[src/rtl/core/mmcn_pkg.sv]
// ----------------------------------------------------------------------------
// mmcn_pkg
// Shared constants, types and status codes for the min/max normalizer.
// ----------------------------------------------------------------------------
package mmcn_pkg;

  localparam int NUM_CHANNELS = 9;
  localparam int SAMPLE_BITS  = 12;
  localparam int FRAC_BITS    = 8;

  localparam int CHW = (NUM_CHANNELS > 1) ? $clog2(NUM_CHANNELS) : 1;
  // quotient width: holds 10 << FRAC_BITS
  localparam int QW  = FRAC_BITS + 4;
  // dividend width: (sample span * 10) << FRAC_BITS
  localparam int NW  = SAMPLE_BITS + QW;
  localparam int CW  = $clog2(QW);

  localparam logic [QW-1:0] FULL_SCALE = QW'(10 << FRAC_BITS);

  localparam logic FUNC_CAL  = 1'b0;
  localparam logic FUNC_READ = 1'b1;

  typedef enum logic [1:0] {
    ST_OK    = 2'd0,
    ST_CLAMP = 2'd1,
    ST_EMPTY = 2'd2
  } status_e;

  typedef enum logic [1:0] {
    S_IDLE,
    S_PREP,
    S_DIV,
    S_WRITE
  } state_e;

  typedef struct packed {
    logic load;    // latch accepted beat
    logic prep;    // read stores, update range, set up divider
    logic step;    // one quotient bit
    logic finish;  // move result into output register
  } cmd_t;

  typedef struct packed {
    logic need_div;
    logic div_last;
    logic out_busy;
  } sts_t;

endpackage

[src/rtl/core/mmcn_ctrl.sv]
// ----------------------------------------------------------------------------
// mmcn_ctrl
// Sequencer: accept, prepare, divide one bit per cycle, hand off result.
// ----------------------------------------------------------------------------
module mmcn_ctrl (
  input  logic           clk_i,
  input  logic           rst_ni,
  input  logic           in_valid_i,
  output logic           in_ready_o,
  input  mmcn_pkg::sts_t sts_i,
  output mmcn_pkg::cmd_t cmd_o
);
  import mmcn_pkg::*;

  state_e state_q, state_d;

  always_ff @(posedge clk_i or negedge rst_ni) begin
    if (!rst_ni) begin
      state_q <= S_IDLE;
    end else begin
      state_q <= state_d;
    end
  end

  always_comb begin
    state_d    = state_q;
    cmd_o      = '0;
    in_ready_o = 1'b0;
    unique case (state_q)
      S_IDLE: begin
        in_ready_o = 1'b1;
        if (in_valid_i) begin
          cmd_o.load = 1'b1;
          state_d    = S_PREP;
        end
      end
      S_PREP: begin
        cmd_o.prep = 1'b1;
        state_d    = sts_i.need_div ? S_DIV : S_WRITE;
      end
      S_DIV: begin
        cmd_o.step = 1'b1;
        if (sts_i.div_last) begin
          state_d = S_WRITE;
        end
      end
      S_WRITE: begin
        if (!sts_i.out_busy) begin
          cmd_o.finish = 1'b1;
          state_d      = S_IDLE;
        end
      end
      default: state_d = S_IDLE;
    endcase
  end

endmodule

[src/rtl/core/mmcn_dp.sv]
// ----------------------------------------------------------------------------
// mmcn_dp
// Range stores, clamp and span setup, restoring divider, output register.
// ----------------------------------------------------------------------------
module mmcn_dp (
  input  logic           clk_i,
  input  logic           rst_ni,
  input  mmcn_pkg::cmd_t cmd_i,
  output mmcn_pkg::sts_t sts_o,
  input  logic           cfg_we_i,
  input  logic           cfg_wdata_i,
  input  logic           func_i,
  input  logic [3:0]     channel_i,
  input  logic [11:0]    sample_i,
  output logic           out_valid_o,
  input  logic           out_ready_i,
  output logic [11:0]    value_o,
  output logic [1:0]     status_o,
  output logic [11:0]    low_mark_o,
  output logic [11:0]    high_mark_o
);
  import mmcn_pkg::*;

  logic [SAMPLE_BITS-1:0] min_q [NUM_CHANNELS];
  logic [SAMPLE_BITS-1:0] max_q [NUM_CHANNELS];
  logic                   invert_q;

  // latched beat
  logic                   func_q;
  logic [3:0]             chan_q;
  logic [SAMPLE_BITS-1:0] samp_q;

  // divider
  logic [SAMPLE_BITS-1:0] rem_q;
  logic [SAMPLE_BITS-1:0] div_q;
  logic [QW-1:0]          nlow_q;
  logic [QW-1:0]          quo_q;
  logic [CW-1:0]          cnt_q;

  // pending result
  logic                   use_quo_q;
  status_e                res_st_q;
  logic [SAMPLE_BITS-1:0] res_lo_q, res_hi_q;

  logic                   out_valid_q;
  logic [11:0]            value_q, low_q, high_q;
  status_e                status_q;

  // setup logic
  logic [CHW-1:0]         idx;
  logic                   ch_ok;
  logic [SAMPLE_BITS-1:0] lo, hi, cal_lo, cal_hi, s_clamp, span, diff;
  logic                   empty, below, above;
  logic [SAMPLE_BITS+3:0] times10;
  logic [NW-1:0]          num;
  logic                   need_div;

  assign idx     = CHW'(chan_q);
  assign ch_ok   = 32'(chan_q) < NUM_CHANNELS;
  assign lo      = ch_ok ? min_q[idx] : '0;
  assign hi      = ch_ok ? max_q[idx] : '0;
  assign cal_lo  = (samp_q < lo) ? samp_q : lo;
  assign cal_hi  = (samp_q > hi) ? samp_q : hi;
  assign empty   = hi <= lo;
  assign below   = samp_q < lo;
  assign above   = samp_q > hi;
  assign s_clamp = below ? lo : (above ? hi : samp_q);
  assign diff    = s_clamp - lo;
  assign span    = hi - lo;
  assign times10 = {diff, 3'b000} + {2'b00, diff, 1'b0};
  assign num     = {times10, {FRAC_BITS{1'b0}}};
  assign need_div = ch_ok && (func_q == FUNC_READ) && !empty;

  // divider step: quotient is known to fit QW bits, so rem starts below span
  logic [SAMPLE_BITS:0] shifted, trial;
  logic                 fits;
  assign shifted = {rem_q, nlow_q[QW-1]};
  assign trial   = shifted - {1'b0, div_q};
  assign fits    = shifted >= {1'b0, div_q};

  logic [QW-1:0] q_sat, q_fin;
  assign q_sat = (quo_q > FULL_SCALE) ? FULL_SCALE : quo_q;
  assign q_fin = invert_q ? (FULL_SCALE - q_sat) : q_sat;

  assign sts_o.need_div = need_div;
  assign sts_o.div_last = cnt_q == CW'(QW - 1);
  assign sts_o.out_busy = out_valid_q && !out_ready_i;

  always_ff @(posedge clk_i or negedge rst_ni) begin
    if (!rst_ni) begin
      for (int k = 0; k < NUM_CHANNELS; k++) begin
        min_q[k] <= '1;
        max_q[k] <= '0;
      end
      invert_q    <= 1'b0;
      out_valid_q <= 1'b0;
    end else begin
      if (cfg_we_i) begin
        invert_q <= cfg_wdata_i;
      end
      if (cmd_i.prep && ch_ok && (func_q == FUNC_CAL)) begin
        min_q[idx] <= cal_lo;
        max_q[idx] <= cal_hi;
      end
      if (cmd_i.finish) begin
        out_valid_q <= 1'b1;
      end else if (out_ready_i) begin
        out_valid_q <= 1'b0;
      end
    end
  end

  always_ff @(posedge clk_i) begin
    if (cmd_i.load) begin
      func_q <= func_i;
      chan_q <= channel_i;
      samp_q <= SAMPLE_BITS'(sample_i);
    end
    if (cmd_i.prep) begin
      use_quo_q <= need_div;
      rem_q     <= num[NW-1:QW];
      nlow_q    <= num[QW-1:0];
      div_q     <= span;
      quo_q     <= '0;
      cnt_q     <= '0;
      if (!ch_ok) begin
        res_st_q <= ST_EMPTY;
        res_lo_q <= '0;
        res_hi_q <= '0;
      end else if (func_q == FUNC_CAL) begin
        res_st_q <= ST_OK;
        res_lo_q <= cal_lo;
        res_hi_q <= cal_hi;
      end else begin
        res_lo_q <= lo;
        res_hi_q <= hi;
        if (empty) begin
          res_st_q <= ST_EMPTY;
        end else if (below || above) begin
          res_st_q <= ST_CLAMP;
        end else begin
          res_st_q <= ST_OK;
        end
      end
    end
    if (cmd_i.step) begin
      rem_q  <= fits ? trial[SAMPLE_BITS-1:0] : shifted[SAMPLE_BITS-1:0];
      quo_q  <= {quo_q[QW-2:0], fits};
      nlow_q <= {nlow_q[QW-2:0], 1'b0};
      cnt_q  <= cnt_q + 1'b1;
    end
    if (cmd_i.finish) begin
      value_q  <= use_quo_q ? 12'(q_fin) : 12'd0;
      status_q <= res_st_q;
      low_q    <= 12'(res_lo_q);
      high_q   <= 12'(res_hi_q);
    end
  end

  assign out_valid_o = out_valid_q;
  assign value_o     = value_q;
  assign status_o    = status_q;
  assign low_mark_o  = low_q;
  assign high_mark_o = high_q;

endmodule

[src/rtl/core/minmax_calibrated_normalizer_core.sv]
// ----------------------------------------------------------------------------
// minmax_calibrated_normalizer_core
// Per-channel running min/max tracker and 0..10 fixed-point normalizer.
// ----------------------------------------------------------------------------
// One item is in flight at a time. A calibrate beat, or any beat on a channel
// past the last one, or a read of an empty range, goes from prep straight to
// write-back; a read that divides passes between them through the restoring
// divider, which retires one quotient bit per cycle (FRAC_BITS + 4 bits). The
// result sits in an output register, so the next beat is taken while it waits;
// a finished item stalls only if that register is still full.
// Range stores reset directly (minimum all ones, maximum zero); no clearing
// pass is needed. The invert register may be written only while idle.
module minmax_calibrated_normalizer_core (
  input  logic        clk_i,
  input  logic        rst_ni,
  input  logic        cfg_we_i,
  input  logic        cfg_wdata_i,
  input  logic        in_valid_i,
  output logic        in_ready_o,
  input  logic        func_i,
  input  logic [3:0]  channel_i,
  input  logic [11:0] sample_i,
  output logic        out_valid_o,
  input  logic        out_ready_i,
  output logic [11:0] value_o,
  output logic [1:0]  status_o,
  output logic [11:0] low_mark_o,
  output logic [11:0] high_mark_o
);
  import mmcn_pkg::*;

  cmd_t cmd;
  sts_t sts;

  mmcn_ctrl u_ctrl (
    .clk_i      (clk_i),
    .rst_ni     (rst_ni),
    .in_valid_i (in_valid_i),
    .in_ready_o (in_ready_o),
    .sts_i      (sts),
    .cmd_o      (cmd)
  );

  mmcn_dp u_dp (
    .clk_i       (clk_i),
    .rst_ni      (rst_ni),
    .cmd_i       (cmd),
    .sts_o       (sts),
    .cfg_we_i    (cfg_we_i),
    .cfg_wdata_i (cfg_wdata_i),
    .func_i      (func_i),
    .channel_i   (channel_i),
    .sample_i    (sample_i),
    .out_valid_o (out_valid_o),
    .out_ready_i (out_ready_i),
    .value_o     (value_o),
    .status_o    (status_o),
    .low_mark_o  (low_mark_o),
    .high_mark_o (high_mark_o)
  );

`ifndef SYNTHESIS
  // an accepted beat takes the sequencer out of idle
  a_busy_after_accept: assert property (@(posedge clk_i) disable iff (!rst_ni)
    in_valid_i && in_ready_o |=> !in_ready_o)
    else $error("input still ready right after accept");

  a_empty_gives_zero: assert property (@(posedge clk_i) disable iff (!rst_ni)
    out_valid_o && (status_o == ST_EMPTY) |-> value_o == 12'd0)
    else $error("empty range result carries a nonzero value");

  a_status_code: assert property (@(posedge clk_i) disable iff (!rst_ni)
    out_valid_o |-> (status_o == ST_OK) || (status_o == ST_CLAMP) ||
                    (status_o == ST_EMPTY))
    else $error("undefined status code");

  // the write-back command never coincides with load, prep or a divider step
  a_no_step_when_out_loads: assert property (@(posedge clk_i) disable iff (!rst_ni)
    cmd.finish |-> !cmd.step && !cmd.prep && !cmd.load)
    else $error("conflicting sequencer commands");
`endif

endmodule
[config.mk]
export PLATFORM = sky130hd
export DESIGN_NAME = minmax_calibrated_normalizer_core
export DESIGN_NICKNAME = d
export VERILOG_FILES = /design/src/rtl/core/mmcn_pkg.sv /design/src/rtl/core/mmcn_ctrl.sv /design/src/rtl/core/mmcn_dp.sv /design/src/rtl/core/minmax_calibrated_normalizer_core.sv
export SDC_FILE = /design/constraint.sdc
export NUM_CORES = 1
export LEC_CHECK = 0
export BUFFER_PORTS_ARGS = -buffer_cell sky130_fd_sc_hd__clkbuf_2
export CORE_UTILIZATION = 55
export DETAILED_ROUTE_END_ITERATION = 8
export PLACE_DENSITY = 0.71
export SYNTH_ARGS = -nofsm -noshare
export SYNTH_HDL_FRONTEND = slang
export SYNTH_SLANG_ARGS = --single-unit
[constraint.sdc]
create_clock -name clk_i -period 18.7 [get_ports clk_i]
set_clock_uncertainty 0.15 [all_clocks]
set_input_delay 5.61 -clock clk_i [delete_from_list [all_inputs] [get_ports clk_i]]
set_output_delay 5.61 -clock clk_i [all_outputs]
set_load 0.02 [all_outputs]
-- After elaboration in Yosys (flattened, before gate mapping)
Cells that the tools add are included.
- output and inout port bits: 40
- register bits: 346
- equal/unequal tests: 7
- reductions and logical operators: 14
- bitwise logic cells: 3
- magnitude comparators: 8
- muxes and demuxes: 46
- $add $sub $neg: 6
- operator list (cell ; count):
    $mux W12 ; 22
    $bwmux W108 ; 2
    $bmux W12 S4 ; 2
    $demux W12 S4 ; 1
    $sub A12 B12 Y12 ; 3
    $add A15 B13 Y16 ; 1
    $ge A13 B12 Y1 ; 1
    $gt A12 B12 Y1 ; 1
    $gt A12 B12 Y1 const B ; 1
    $le A12 B12 Y1 ; 1
    $lt A12 B12 Y1 ; 1
    $sub A12 B12 Y12 const A ; 1
    $mux W1 ; 11
    $mux W2 ; 5
    $mux W4 ; 2
    $pmux W2 S4 ; 1
    $logic_and A1 B1 Y1 ; 6
    $ne A2 B2 Y1 const B ; 3
    $ge A5 B5 Y1 const B ; 1
    $lt A5 B1 Y1 const B ; 1
    $not A4 Y5 ; 1
    $add A4 B1 Y4 const B ; 1
    $eq A2 B2 Y1 const B ; 2
    $eq A4 B4 Y1 const B ; 1
    9 further kinds ; 12

-- Longest topological paths before layout
- depth after elaboration: 12
- gate-level depth with buffers: 35
- gate-level depth less buffers: 30

-- Modules after synthesis
A second synthesis with hierarchy kept.
- cell total of the unflattened synthesis: 1577
- area, all modules: 17919.7 um2
- modules (own cells, without submodules) (module ; times used ; cells each ; area an instance (um2) ; seq. area each (um2)):
    mmcn_dp ; 1 ; 1558 ; 17727.0 ; 9344.0
    mmcn_ctrl ; 1 ; 19 ; 192.7 ; 50.0

-- Least setup slack after synthesis
No wires, ideal clock.
- path kind: input to register
- start point: input port out_ready_i
- end point: register u_dp.high_q[0] (netlist: u_dp.high_mark_o[0]), enable pin
- arrival time: 6673 ps
- cell stages on the path: 2
- buffers on the path: 0
- setup slack: 11478 ps
- library setup time: 399 ps
- cells stage by stage: nand2b_1 and2_1
- RTL lines (element ; line ; text):
    from (decl) ; minmax_calibrated_normalizer_core.sv:24 ; input logic out_ready_i,
    to (signal assigned) ; mmcn_dp.sv:156 ; high_q <= 12'(res_hi_q);
    to (decl) ; mmcn_dp.sv:46 ; logic [11:0] value_q, low_q, high_q;

-- Worst setup path after layout
- start point: register u_dp.chan_q[1]
- end point: register u_dp.rem_q[9] (data pin)
- cells in the longest elaborated chain, start to end: 12
- elaborated cells on any way between the ends: 18
- classes of those cells: add/sub (2); order compare (3); mux (12); bitwise (1)
- RTL lines (element ; line ; text):
    from (decl) ; mmcn_dp.sv:30 ; logic [3:0] chan_q;
    from (signal assigned) ; mmcn_dp.sv:116 ; chan_q <= channel_i;
    $not A4 Y5 (not written as such) ; mmcn_dp.sv:60, mmcn_dp.sv:61 ;
    $bmux W12 S4 ; mmcn_dp.sv:61 ; assign hi = ch_ok ? max_q[idx] : '0;
    $mux W12 (not written as such) (2 in series) ; mmcn_dp.sv:61 ;
    $mux W12 ; mmcn_dp.sv:61 ;
    $gt A12 B12 Y1 ; mmcn_dp.sv:66 ; assign above = samp_q > hi;
    $mux W12 (2 in series) ; mmcn_dp.sv:67 ; assign s_clamp = below ? lo : (above ? hi : samp_q);
    $sub A12 B12 Y12 (*) ; mmcn_dp.sv:68 ; assign diff = s_clamp - lo;
    $add A15 B13 Y16 (*) ; mmcn_dp.sv:70 ; assign times10 = {diff, 3'b000} + {2'b00, diff, 1'b0};
    $mux W12 (*) ; mmcn_dp.sv:119 ; if (cmd_i.prep) begin
    $mux W12 (*) ; mmcn_dp.sv:146 ; if (cmd_i.step) begin
    to (signal assigned) ; mmcn_dp.sv:121 ; rem_q <= num[NW-1:QW];
    to (signal assigned) ; mmcn_dp.sv:147 ; rem_q <= fits ? trial[SAMPLE_BITS-1:0] : shifted[SAMPLE_BITS-1:0];
    to (decl) ; mmcn_dp.sv:34 ; logic [SAMPLE_BITS-1:0] rem_q;
Mark *: on every way between the ends. The rest lies on a longest branch, timed or not. The select of a mux whose other input is x is not followed.
A chain may end at the register's enable or synchronous reset.

==> out/metrics.yaml <==
outcome:
  status: "finished clean"
routing:
  dr_total_vias: 12600
  viasPerCell: 5.88
  initialDrtViolationCount: 1059
  first_pass_iters: 5
  ant_nets: 0
  drc_errors: 0
  routedWlPerCell_um: 19.3
  wl_um: 41500
yosys:
  synth_ff_type: "edfxtp_1"
  syn_nets: 1791
  synth-seq-cells: 345
  ys_warn_count: 0
  synth-edff-count: 125
  syn_inst: 1690
  synthDistinctLibCells: 71
  ys_seq_area_frac: 0.532
  syn_area_um2: 17700
  synthArstFlopShare: 0.638
  postSynthAreaPerCell_um2: 10.5
die:
  die_y_um: 181
  io_pins: 63
  start_util: 0.560
  rows: 65
  die-area_um2: 32900
  dieWidth_um: 181
  core_um2: 31600
clock_network:
  cts_root_buf: "clkbuf_16"
  cts_max_level: 2
  ctsHoldBuffers: 0
  clk_pin_slew_worst_paths_ns: 0.06
  cts_tree: "yes"
  numCtsBuffers: 37
  insertion_delay_ns: 0.53
  clockBufferDepth: 3
  cts_resized: 0
  cts.sinks: 345
  cts_setup_buffers: 0
sta:
  drv_slew: 0
  hold_violations: 0
  tns_ns: 0
  finalSetupViolCount: 0
  worst_slew_pin_slew_ns: 1.20
  fmaxAchievable_mhz: 123
  max_slew_margin: 0.198
  fin_crit_sh: 0.434
  period_needed_ns: 8.11
  rsz0062_at_grt: "no"
setup_path:
  crit_slowest_cell: "and2_1"
  crit_path_end_kind: "flop"
  criticalPathCategory: "reg -> reg"
  path_buf_inv: 4
  crit_arrival_ns: 8.19
  crit_fanout: 56
  critPathMaxStageDelay_ns: 0.89
  required_ns: 18.79
  reg2regPathDepth: 30
  cp.depth: 30
  crit_path_start_kind: "flop"
  cpLargestDelayFamily: "compound AO/OA/AOI/OAI gates"
power_and_ir_drop:
  clkPwrFrac: 0.163
  switchingPower_uw: 1750
  seqPwrFrac: 0.327
  p_per_area_nw_per_um2: 224
  cellLeakagePower_uw: 0.00780
  power_frac_comb: 0.511
  p_int_uw: 2600
  ir_worst_vdd_uv: 129
  switching_share: 0.403
job:
  drv_cap: 0
finish:
  drive_above_1_share: 0.178
  diodes: 0
  final_nets: 1821
  fillCellCount: 2583
  ff_latch_area_um2: 9390
  multiInputGateArea_um2: 7570
  syn_to_final_growth_pct: 10.1
  postLayoutCoreUtil: 0.617
global_route:
  first_global_vias: 12600
  antenna_found_initial: 0
  grt-ovfl-total: 0
  grt_pass1_wl_um: 67100
  grt_max_degree: 106
  grt.total_usage: 0.260
worst_hold_path:
  hold_class: "reg -> reg"
  min_path_cells: 0
placed_design:
  gp_congestion: 1.01
  place_hpwl_um: 27800
  numPortBuffers: 62
==> path summary, 6_finish.rpt <==
path                                           startpoint                            end  slack (ns)
min in group asynchronous                          rst_ni     u_dp.max_q[67]$_DFFE_PN0P_        5.05
setup / recovery                 u_dp.chan_q[1]$_DFFE_PP_        u_dp.rem_q[9]$_DFFE_PP_       10.59
max in group asynchronous                          rst_ni  u_ctrl.state_q[1]$_DFFE_PN0P_       11.38
hold / removal             u_dp.res_lo_q[1]$_SDFFCE_PP0N_   u_dp.low_mark_o[1]$_DFFE_PP_        0.27
setup reg to reg                 u_dp.chan_q[1]$_DFFE_PP_        u_dp.rem_q[9]$_DFFE_PP_       10.59
hold reg to reg            u_dp.res_lo_q[1]$_SDFFCE_PP0N_   u_dp.low_mark_o[1]$_DFFE_PP_        0.27
==> cell usage after synthesis, types with 3 or more instances <==
library cell	count	share of area
nor3_1	12	0.0034
and2_1	22	0.0078
o21ai_0	269	0.076
nor2b_1	38	0.013
mux2i_1	43	0.024
a21oi_1	86	0.024
a31o_2	3	0.0015
inv_1	92	0.020
buf_4	3	0.0013
ha_1	74	0.052
or2_2	3	0.0011
buf_2	9	0.0025
mux4_2	43	0.055
a21boi_0	8	0.0034
nand2_1	286	0.061
o21a_1	10	0.0042
nand4_1	12	0.0042
dfrtp_1	112	0.16
o22ai_1	23	0.0081
xnor2_1	20	0.0099
fa_1	4	0.0045
dfstp_2	108	0.16
o31a_1	4	0.0020
a211oi_1	12	0.0051
o2111ai_1	3	0.0015
o31ai_1	6	0.0025
nand2b_1	8	0.0028
a21o_1	9	0.0038
buf_1	4	0.00085
nor2_1	77	0.016
mux2_2	3	0.0019
o211ai_1	8	0.0034
edfxtp_1	125	0.21
xor2_1	11	0.0055
clkbuf_1	73	0.016
or3_1	8	0.0028
and3_1	4	0.0014
nand3_1	12	0.0034
==> registers in the layout (all words and copies together) (netlist names), 12 cells and up <==
name              cells
u_dp.div_q           12
u_dp.high_mark_o     12
u_dp.low_mark_o      12
u_dp.max_q          108
u_dp.min_q          108
u_dp.quo_q           12
u_dp.rem_q           12
u_dp.res_hi_q        12
u_dp.res_lo_q        12
u_dp.samp_q          12
u_dp.value_o         12
==> worst register-to-register path, delay by kind of cell (launching register included) <==
family,cells,cell delay (ns)
adder cells (fa/ha/maj),4,1.27
AND/OR/NAND/NOR,5,1.59
flip-flops,1,0.35
AO/OA/AOI/OAI,15,3.16
XOR/XNOR,2,0.38
buffers and inverters,4,0.91
==> metal layers <==
layer,GRT usage,share of wire
met1,0.349,0.43
met2,0.430,0.47
met3,0.0387,0.058
met4,0.0973,0.035
met5,0,0
==> power by group through the flow <==
stage | Combinational (uW) | Clock [uW] | Sequential (uW)
final | 2220 | 707 | 1420
after global routing | 2510 | 749 | 1460
after CTS | 2220 | 721 | 1420
after detailed placement | 2200 | 0 | 1430
after global placement | 2140 | 0 | 1420
after floorplan | 1700 | 0 | 1410
==> layout make-up <==
cell class,instances,area share
timing repair buffer,82,0.0241
inverter,93,0.0179
multi-input combinational,1161,0.389
sequential,345,0.483
clock buffer,54,0.0540
tap,402,0.0259
clock inverter,12,0.00637
==> layout by cell type, fill, tap and decap left out, types with 5 or more instances in the layout <==
cell type    n
nor3_1      12
mux2i_1     43
clkbuf_2    61
buf_4       20
ha_1        73
o22ai_1     23
and2_1      21
clkinv_2     7
o211ai_1     8
edfxtp_1   125
nand2_1    286
or3_1        8
xnor2_1     20
o31ai_1      6
clkbuf_8     5
a21oi_1     86
nand2b_1     8
clkbuf_16   38
nand4_1     12
o21a_1      10
dfrtp_1    112
a21o_1       9
xor2_1      11
a21boi_0     8
nor2_1      77
mux4_2      43
a211oi_1    12
clkbuf_1    12
o21ai_0    269
nor2b_1     38
nand3_1     10
dfstp_2    108
inv_1       92
==> cell families (layout without fill, tap and decap cells) <==
family | count (synthesis) | in the layout | share of synthesized area
flops | 345 | 345 | 0.532
buf+inv | 184 | 241 | 0.0412
fa+ha+maj | 78 | 78 | 0.0569
compound gates | 466 | 466 | 0.149
mux | 89 | 89 | 0.0811
simple gates | 497 | 497 | 0.125
xor+xnor | 31 | 31 | 0.0154
==> through the flow <==
step,setup WS [ns],power (uW),hold slack (ns),cells,area (um^2)
global route,9.96,4710,0.276,2149,19500
CTS,10.72,4360,0.267,2149,19500
finish,10.59,4350,0.268,2149,19500
global placement,10.75,3560,0.253,2083,18300
floorplan,11.48,3120,0.250,1690,17700
detailed placement,10.72,3640,0.255,2083,18300
Power figures use the tool's default switching activity.
